**src/design/md5_pkg.sv**
```systemverilog
// md5 hasher package: beat types, chaining constants and round tables
`default_nettype none
package md5_pkg;

    typedef struct packed {
        logic       kind;
        logic [7:0] data_byte;
    } t_in;

    typedef struct packed {
        logic [31:0] digest_word0;
        logic [31:0] digest_word1;
        logic [31:0] digest_word2;
        logic [31:0] digest_word3;
    } t_out;

    typedef struct packed {
        logic [31:0] a;
        logic [31:0] b;
        logic [31:0] c;
        logic [31:0] d;
    } t_abcd;

    typedef struct packed {
        logic [5:0]  rnd;
        t_abcd       work;
        logic [31:0] msg_word;
    } t_round_in;

    localparam logic        KIND_DATA   = 1'b0;
    localparam logic        KIND_FINISH = 1'b1;

    localparam logic [31:0] IV_A = 32'h67452301;
    localparam logic [31:0] IV_B = 32'hefcdab89;
    localparam logic [31:0] IV_C = 32'h98badcfe;
    localparam logic [31:0] IV_D = 32'h10325476;
    localparam t_abcd       IV   = '{a: IV_A, b: IV_B, c: IV_C, d: IV_D};

    localparam logic [7:0]  PAD_MARK = 8'h80;
    localparam logic [6:0]  LEN_POS  = 7'd56;

    function automatic logic [31:0] round_const(input logic [5:0] r);
        logic [31:0] k;
        unique case (r)
            6'd0:  k = 32'hd76aa478;  6'd1:  k = 32'he8c7b756;
            6'd2:  k = 32'h242070db;  6'd3:  k = 32'hc1bdceee;
            6'd4:  k = 32'hf57c0faf;  6'd5:  k = 32'h4787c62a;
            6'd6:  k = 32'ha8304613;  6'd7:  k = 32'hfd469501;
            6'd8:  k = 32'h698098d8;  6'd9:  k = 32'h8b44f7af;
            6'd10: k = 32'hffff5bb1;  6'd11: k = 32'h895cd7be;
            6'd12: k = 32'h6b901122;  6'd13: k = 32'hfd987193;
            6'd14: k = 32'ha679438e;  6'd15: k = 32'h49b40821;
            6'd16: k = 32'hf61e2562;  6'd17: k = 32'hc040b340;
            6'd18: k = 32'h265e5a51;  6'd19: k = 32'he9b6c7aa;
            6'd20: k = 32'hd62f105d;  6'd21: k = 32'h02441453;
            6'd22: k = 32'hd8a1e681;  6'd23: k = 32'he7d3fbc8;
            6'd24: k = 32'h21e1cde6;  6'd25: k = 32'hc33707d6;
            6'd26: k = 32'hf4d50d87;  6'd27: k = 32'h455a14ed;
            6'd28: k = 32'ha9e3e905;  6'd29: k = 32'hfcefa3f8;
            6'd30: k = 32'h676f02d9;  6'd31: k = 32'h8d2a4c8a;
            6'd32: k = 32'hfffa3942;  6'd33: k = 32'h8771f681;
            6'd34: k = 32'h6d9d6122;  6'd35: k = 32'hfde5380c;
            6'd36: k = 32'ha4beea44;  6'd37: k = 32'h4bdecfa9;
            6'd38: k = 32'hf6bb4b60;  6'd39: k = 32'hbebfbc70;
            6'd40: k = 32'h289b7ec6;  6'd41: k = 32'heaa127fa;
            6'd42: k = 32'hd4ef3085;  6'd43: k = 32'h04881d05;
            6'd44: k = 32'hd9d4d039;  6'd45: k = 32'he6db99e5;
            6'd46: k = 32'h1fa27cf8;  6'd47: k = 32'hc4ac5665;
            6'd48: k = 32'hf4292244;  6'd49: k = 32'h432aff97;
            6'd50: k = 32'hab9423a7;  6'd51: k = 32'hfc93a039;
            6'd52: k = 32'h655b59c3;  6'd53: k = 32'h8f0ccc92;
            6'd54: k = 32'hffeff47d;  6'd55: k = 32'h85845dd1;
            6'd56: k = 32'h6fa87e4f;  6'd57: k = 32'hfe2ce6e0;
            6'd58: k = 32'ha3014314;  6'd59: k = 32'h4e0811a1;
            6'd60: k = 32'hf7537e82;  6'd61: k = 32'hbd3af235;
            6'd62: k = 32'h2ad7d2bb;  default: k = 32'heb86d391;
        endcase
        return k;
    endfunction

    function automatic logic [4:0] rot_amt(input logic [5:0] r);
        logic [4:0] s;
        case ({r[5:4], r[1:0]})
            4'h0: s = 5'd7;   4'h1: s = 5'd12;  4'h2: s = 5'd17;  4'h3: s = 5'd22;
            4'h4: s = 5'd5;   4'h5: s = 5'd9;   4'h6: s = 5'd14;  4'h7: s = 5'd20;
            4'h8: s = 5'd4;   4'h9: s = 5'd11;  4'ha: s = 5'd16;  4'hb: s = 5'd23;
            4'hc: s = 5'd6;   4'hd: s = 5'd10;  4'he: s = 5'd15;  default: s = 5'd21;
        endcase
        return s;
    endfunction

    function automatic logic [3:0] msg_idx(input logic [5:0] r);
        logic [3:0] lo;
        logic [3:0] idx;
        lo = r[3:0];
        case (r[5:4])
            2'd0:    idx = lo;
            2'd1:    idx = 4'(lo * 4'd5 + 4'd1);
            2'd2:    idx = 4'(lo * 4'd3 + 4'd5);
            default: idx = 4'(lo * 4'd7);
        endcase
        return idx;
    endfunction

endpackage
`default_nettype wire

```
**src/design/md5_round.sv**
```systemverilog
// md5 shared round unit: one step of the compression per cycle
`default_nettype none
module md5_round (
    input  wire md5_pkg::t_round_in i_rin,
    output md5_pkg::t_abcd          o_work
);

    logic [31:0] f;
    logic [31:0] sum;
    logic [63:0] rot;
    logic [31:0] b;
    logic [31:0] c;
    logic [31:0] d;

    assign b = i_rin.work.b;
    assign c = i_rin.work.c;
    assign d = i_rin.work.d;

    always_comb begin
        case (i_rin.rnd[5:4])
            2'd0:    f = (b & c) | (~b & d);
            2'd1:    f = (d & b) | (~d & c);
            2'd2:    f = b ^ c ^ d;
            default: f = c ^ (b | ~d);
        endcase
    end

    assign sum = i_rin.work.a + f + md5_pkg::round_const(i_rin.rnd) + i_rin.msg_word;
    assign rot = {sum, sum} << md5_pkg::rot_amt(i_rin.rnd);

    assign o_work.a = d;
    assign o_work.b = b + rot[63:32];
    assign o_work.c = b;
    assign o_work.d = c;

endmodule
`default_nettype wire

```
**src/design/md5_message_hasher.sv**
```systemverilog
// md5 message hasher top level: byte buffer, padding sequencer and chaining state
//
//   channel | direction | handshake                     | payload
//   input   | in        | i_in_valid / o_in_ready       | i_in_data    (t_in)
//   output  | out       | o_out_valid / i_out_ready     | o_out_digest (t_out)
//
// a data beat is stored in the buffer; a beat that fills the block starts 64 rounds and the add
// a finish beat writes the pad mark, pads out the block and compresses it, with a second
// padding pass and compression when fill is 56 or more, then loads the output register
// ready is low while padding or compressing; a waiting digest holds the block in emit
// synchronous active-low reset restores the initial chaining words and empties the buffer
`default_nettype none
module md5_message_hasher (
    input  wire                 i_clk,
    input  wire                 i_rst_n,
    input  wire                 i_in_valid,
    output logic                o_in_ready,
    input  wire md5_pkg::t_in   i_in_data,
    output logic                o_out_valid,
    input  wire                 i_out_ready,
    output md5_pkg::t_out       o_out_digest
);

    typedef enum logic [4:0] {
        ST_IDLE  = 5'b00001,
        ST_PAD   = 5'b00010,
        ST_ROUND = 5'b00100,
        ST_ADD   = 5'b01000,
        ST_EMIT  = 5'b10000
    } t_state;

    t_state           r_state, n_state;
    logic [5:0]       r_rnd, n_rnd;
    logic [6:0]       r_pos, n_pos;
    logic [5:0]       r_fill, n_fill;
    logic [63:0]      r_count, n_count;
    logic             r_two, n_two;
    logic             r_fin, n_fin;
    md5_pkg::t_abcd   r_h, n_h;
    md5_pkg::t_abcd   r_work, n_work;
    md5_pkg::t_out    r_out, n_out;
    logic             r_out_valid, n_out_valid;
    logic [31:0]      r_buf [16];

    logic             in_acc;
    logic             wr_en;
    logic [5:0]       wr_addr;
    logic [7:0]       wr_byte;
    logic [63:0]      bit_len;
    md5_pkg::t_round_in rin;
    md5_pkg::t_abcd   rnd_out;

    assign in_acc  = i_in_valid && o_in_ready;
    assign bit_len = {r_count[60:0], 3'b000};

    assign rin.rnd      = r_rnd;
    assign rin.work     = r_work;
    assign rin.msg_word = r_buf[md5_pkg::msg_idx(r_rnd)];

    md5_round u_round (
        .i_rin  (rin),
        .o_work (rnd_out)
    );

    always_comb begin
        n_state     = r_state;
        n_rnd       = r_rnd;
        n_pos       = r_pos;
        n_fill      = r_fill;
        n_count     = r_count;
        n_two       = r_two;
        n_fin       = r_fin;
        n_h         = r_h;
        n_work      = r_work;
        n_out       = r_out;
        n_out_valid = r_out_valid && !i_out_ready;
        wr_en       = 1'b0;
        wr_addr     = r_fill;
        wr_byte     = i_in_data.data_byte;
        unique case (r_state)
            ST_IDLE: begin
                if (in_acc) begin
                    wr_en = 1'b1;
                    if (i_in_data.kind == md5_pkg::KIND_DATA) begin
                        n_fill  = r_fill + 6'd1;
                        n_count = r_count + 64'd1;
                        if (r_fill == 6'd63) begin
                            n_state = ST_ROUND;
                            n_rnd   = '0;
                            n_work  = r_h;
                        end
                    end else begin
                        wr_byte = md5_pkg::PAD_MARK;
                        n_fin   = 1'b1;
                        n_two   = (r_fill[5:3] == 3'b111);
                        n_pos   = {1'b0, r_fill} + 7'd1;
                        n_state = ST_PAD;
                    end
                end
            end
            ST_PAD: begin
                if (r_pos[6]) begin
                    n_state = ST_ROUND;
                    n_rnd   = '0;
                    n_work  = r_h;
                end else begin
                    wr_en   = 1'b1;
                    wr_addr = r_pos[5:0];
                    if (r_pos < md5_pkg::LEN_POS || r_two) begin
                        wr_byte = 8'h00;
                    end else begin
                        wr_byte = bit_len[{r_pos[2:0], 3'b000} +: 8];
                    end
                    n_pos = r_pos + 7'd1;
                end
            end
            ST_ROUND: begin
                n_work = rnd_out;
                n_rnd  = r_rnd + 6'd1;
                if (r_rnd == 6'd63) begin
                    n_state = ST_ADD;
                end
            end
            ST_ADD: begin
                n_h.a = r_h.a + r_work.a;
                n_h.b = r_h.b + r_work.b;
                n_h.c = r_h.c + r_work.c;
                n_h.d = r_h.d + r_work.d;
                if (!r_fin) begin
                    n_state = ST_IDLE;
                end else if (r_two) begin
                    n_two   = 1'b0;
                    n_pos   = '0;
                    n_state = ST_PAD;
                end else begin
                    n_state = ST_EMIT;
                end
            end
            ST_EMIT: begin
                if (!r_out_valid || i_out_ready) begin
                    n_out.digest_word0 = r_h.a;
                    n_out.digest_word1 = r_h.b;
                    n_out.digest_word2 = r_h.c;
                    n_out.digest_word3 = r_h.d;
                    n_out_valid = 1'b1;
                    n_h         = md5_pkg::IV;
                    n_fill      = '0;
                    n_count     = '0;
                    n_fin       = 1'b0;
                    n_state     = ST_IDLE;
                end
            end
            default: n_state = ST_IDLE;
        endcase
    end

    always_ff @(posedge i_clk) begin
        if (!i_rst_n) begin
            r_state     <= ST_IDLE;
            r_rnd       <= '0;
            r_pos       <= '0;
            r_fill      <= '0;
            r_count     <= '0;
            r_two       <= 1'b0;
            r_fin       <= 1'b0;
            r_h         <= md5_pkg::IV;
            r_out_valid <= 1'b0;
        end else begin
            r_state     <= n_state;
            r_rnd       <= n_rnd;
            r_pos       <= n_pos;
            r_fill      <= n_fill;
            r_count     <= n_count;
            r_two       <= n_two;
            r_fin       <= n_fin;
            r_h         <= n_h;
            r_out_valid <= n_out_valid;
        end
    end

    always_ff @(posedge i_clk) begin
        r_work <= n_work;
        r_out  <= n_out;
        if (wr_en) begin
            r_buf[wr_addr[5:2]][{wr_addr[1:0], 3'b000} +: 8] <= wr_byte;
        end
    end

    assign o_in_ready   = (r_state == ST_IDLE);
    assign o_out_valid  = r_out_valid;
    assign o_out_digest = r_out;

endmodule
`default_nettype wire

```
**config.mk**
```make
export PLATFORM = sky130hd
export DESIGN_NAME = md5_message_hasher
export DESIGN_NICKNAME = d
export VERILOG_FILES = /design/src/design/md5_pkg.sv /design/src/design/md5_round.sv /design/src/design/md5_message_hasher.sv
export SDC_FILE = /design/constraint.sdc
export NUM_CORES = 2
export LEC_CHECK = 0
export BUFFER_PORTS_ARGS = -buffer_cell sky130_fd_sc_hd__buf_2
export CAP_MARGIN = 15
export CORE_MARGIN = 10
export CORE_UTILIZATION = 50
export CTS_CLUSTER_DIAMETER = 60
export CTS_CLUSTER_SIZE = 16
export DETAILED_ROUTE_END_ITERATION = 10
export GPL_TIMING_DRIVEN = 1
export HOLD_SLACK_MARGIN = 0.1
export PLACE_DENSITY = 0.69
export SLEW_MARGIN = 0
export SYNTH_ARGS = -nofsm -noshare
export SYNTH_HDL_FRONTEND = slang
export SYNTH_SLANG_ARGS = --single-unit
```
**constraint.sdc**
```tcl
create_clock -name i_clk -period 14.8 [get_ports i_clk]
set_clock_uncertainty 0.1 [all_clocks]
set_input_delay 2.22 -clock i_clk [delete_from_list [all_inputs] [get_ports i_clk]]
set_output_delay 2.22 -clock i_clk [all_outputs]
set_load 0.05 [all_outputs]
```
==> results.py <==
metrics = {
    "run_status": {
        "status": "finished, final reports clean",
    },
    "worst_setup_path": {
        "crit_arrival_ps": 12100,
        "crit_required_ps": 15190,
        "crit_path_end_kind": "flip-flop",
        "cp-startpoint": "r_rnd[4]",
        "crit_fanout": 109,
        "cp-start-kind": "flip-flop",
        "critPathMaxStageDelay_ps": 950,
        "r2r_start": "r_rnd[4]",
        "crit_type": "flip-flop to flip-flop",
        "slowest_stage": "dfxtp_4",
        "crit_path_frequent_cell": "fa_1",
    },
    "sta": {
        "slew_viol_final": 0,
        "fin_crit_sh_pct": 79.08,
        "clock.fmax_ghz": 0.08545,
        "tightest_slew_ps": 1157,
        "hold_viol_final": 0,
        "rsz0062_at_grt": "no",
        "finalSetupViolCount": 0,
        "relSlewSlack_pct": 22.56,
        "setup_ws_ps": 3097,
        "setup-tns-final_ps": 0,
        "finalCriticalPeriod_ps": 11700,
    },
    "cells_and_area": {
        "n_antenna_cell": 0,
        "final_common_cell": "edfxtp_1",
        "stdcell_count": 6961,
        "areaGrowthSynthToFinish_pct": 8.940,
        "n_fill_cell": 9647,
        "nets": 5701,
        "final_cell_mix": "edfxtp_1, nand2_1, nor2_1, a21oi_1, o21ai_0",
        "drive_gt1_share_pct": 10.62,
    },
    "clocking": {
        "clock-sinks": 1021,
        "cts.path.max_buffers": 3,
        "ctsHoldBuffers": 0,
        "tritoncts": "yes",
        "cts_setup_buffers": 0,
        "root_buffer": "clkbuf_16",
        "clk_pin_slew_ps": 70,
        "h-tree-depth": 3,
        "cts_made_buffers": 89,
        "ctsResizeCount": 0,
        "clk_latency_ps": 720,
    },
    "yosys": {
        "yosys_warnings": 0,
        "synth_edf_count": 768,
        "synth.area.top_cells": "edfxtp_1, dfxtp_1, mux4_2, nand2_1, ha_1",
        "synthesis.instances": 5387,
        "syn_avg_cell_area_sq_um": 10.56,
        "yosys.area.top_type_share_pct": 40.54,
        "synthArstFlopShare_pct": 0,
        "yosysSeqAreaShare_pct": 49.44,
        "synth.largest_area_cell": "edfxtp_1",
        "syn-num-nets": 5686,
        "synth_cell_types": 88,
        "synthFlopType": "edfxtp_1",
        "ys_ff_latch": 1021,
        "synthesis.area_sq_um": 56890,
    },
    "die": {
        "chipWidth_microns": 357.3,
        "initial_utilization_pct": 50.43,
        "core_sq_um": 112800,
        "dieArea_sq_um": 127700,
        "core.rowCount": 123,
        "ios": 143,
        "die_h_microns": 357.3,
    },
    "global_routing": {
        "grt_pass1_wl_microns": 255500,
        "overflow": 0,
        "grtUsageTotal_pct": 26.02,
        "antenna_found_initial": 1,
        "grt_max_degree": 129,
        "grt_pass1_vias": 40940,
    },
    "detailed_routing": {
        "wire_per_inst_microns": 24.57,
        "drc": 0,
        "num_vias": 43810,
        "drt_pass1_iterations": 8,
        "ant_nets": 0,
        "drt_iter0_markers": 5068,
        "routed_wirelength_microns": 171000,
        "vias_per_cell": 6.294,
    },
    "placed_design": {
        "dp_slack_ps": 3192,
        "place.gp.congestion": 1.007,
        "dp_hpwl_microns": 119200,
        "port_buffers": 142,
        "dp_cells": 6805,
    },
    "min_path": {
        "min_path_type": "flip-flop to flip-flop",
        "hold_path.startpoint": "r_count[1]",
    },
    "flow_run": {
        "drv_cap": 0,
    },
}
==> critical path: cells and delay by family (launching register included) <==
family | cells | cell delay [ps]
xor+xnor | 1 | 160
flops | 1 | 950
buf+inv | 5 | 1110
mux | 4 | 1750
simple gates | 6 | 970
compound gates | 20 | 4230
fa+ha+maj | 5 | 2120
==> routing by layer <==
metal | GRT usage, % | up-vias | wire, microns
li1 | - | 19850 | -
met1 | 34.84 | 21290 | 68790
met2 | 40.59 | 2242 | 77540
met3 | 4.939 | 431 | 15520
met4 | 12.49 | 0 | 9191
met5 | 0 | - | 0
==> state kept, by name (all words and copies together) (netlist names), named ones only <==
signal / flops
r_fin: 1
r_fill: 6
r_rnd: 6
r_two: 1
o_out_digest: 128
r_state: 5
r_pos: 7
r_work: 128
r_h: 128
o_out_valid: 1
r_count: 61
r_buf: 512
==> cell type report <==
class	count	area, sq um	share of cell area [%]
multi-input combinational	3838	26810	43.26
sequential	1021	28130	45.39
inverter	240	910.9	1.470
tap	1500	1877	3.028
timing repair buffer	212	1286	2.075
clock inverter	40	579.3	0.9347
clock buffer	110	2382	3.844
==> per-stage QoR <==
| step | area (sq um) | hold WS (ps) | utilization (%) |
|---|---|---|---|
| floorplan | 56890 | 346.5 | - |
| global placement | 58950 | 384.3 | 52.25 |
| detailed placement | 58950 | 392.6 | 52.25 |
| CTS | 61910 | 402.1 | 54.88 |
| global route | 61980 | 411.0 | 54.94 |
| finish | 61980 | 404.3 | 54.94 |
==> worst paths after layout <==
path / to / slack (ps) / cells after the start
setup reg to reg: r_work[94] / 3100 / 41
hold reg to reg: r_count[1] / 400 / 2
setup / recovery: r_work[94] / 3100 / 41
hold / removal: r_count[1] / 400 / 2
==> Yosys cell counts, types with 28 or more instances <==
cell / number
a211oi_1: 77
ha_1: 217
a21o_1: 83
fa_1: 69
nor2b_1: 29
a22oi_1: 37
o21ai_0: 305
clkbuf_1: 223
nor2_1: 443
or3_1: 35
buf_1: 36
and3_1: 61
mux4_2: 151
o211ai_1: 28
o21bai_1: 28
nand2_1: 735
o311a_1: 35
a21oi_1: 351
edfxtp_1: 768
a31oi_1: 70
dfxtp_1: 253
nor3_1: 143
nand2b_1: 34
xnor2_1: 167
mux2i_1: 74
inv_1: 230
xor2_1: 95
nand3_1: 129
o22ai_1: 70
and2_1: 37
o21a_1: 36
==> cells by family after synthesis <==
family                     after synthesis  synth area share, %
AOI/OAI and AO/OA                     1285                14.23
xor gates and xnor gates               263                4.073
adders and majority gates              287                7.218
buffers and inverters                  528                3.596
DFF                                   1021                49.44
muxes                                  248                7.735
and+or+nand+nor                       1755                13.71
Power is left out: the tool's default activity adds up to more than one toggle a clock period on the data nets, which glitch-free logic cannot reach.
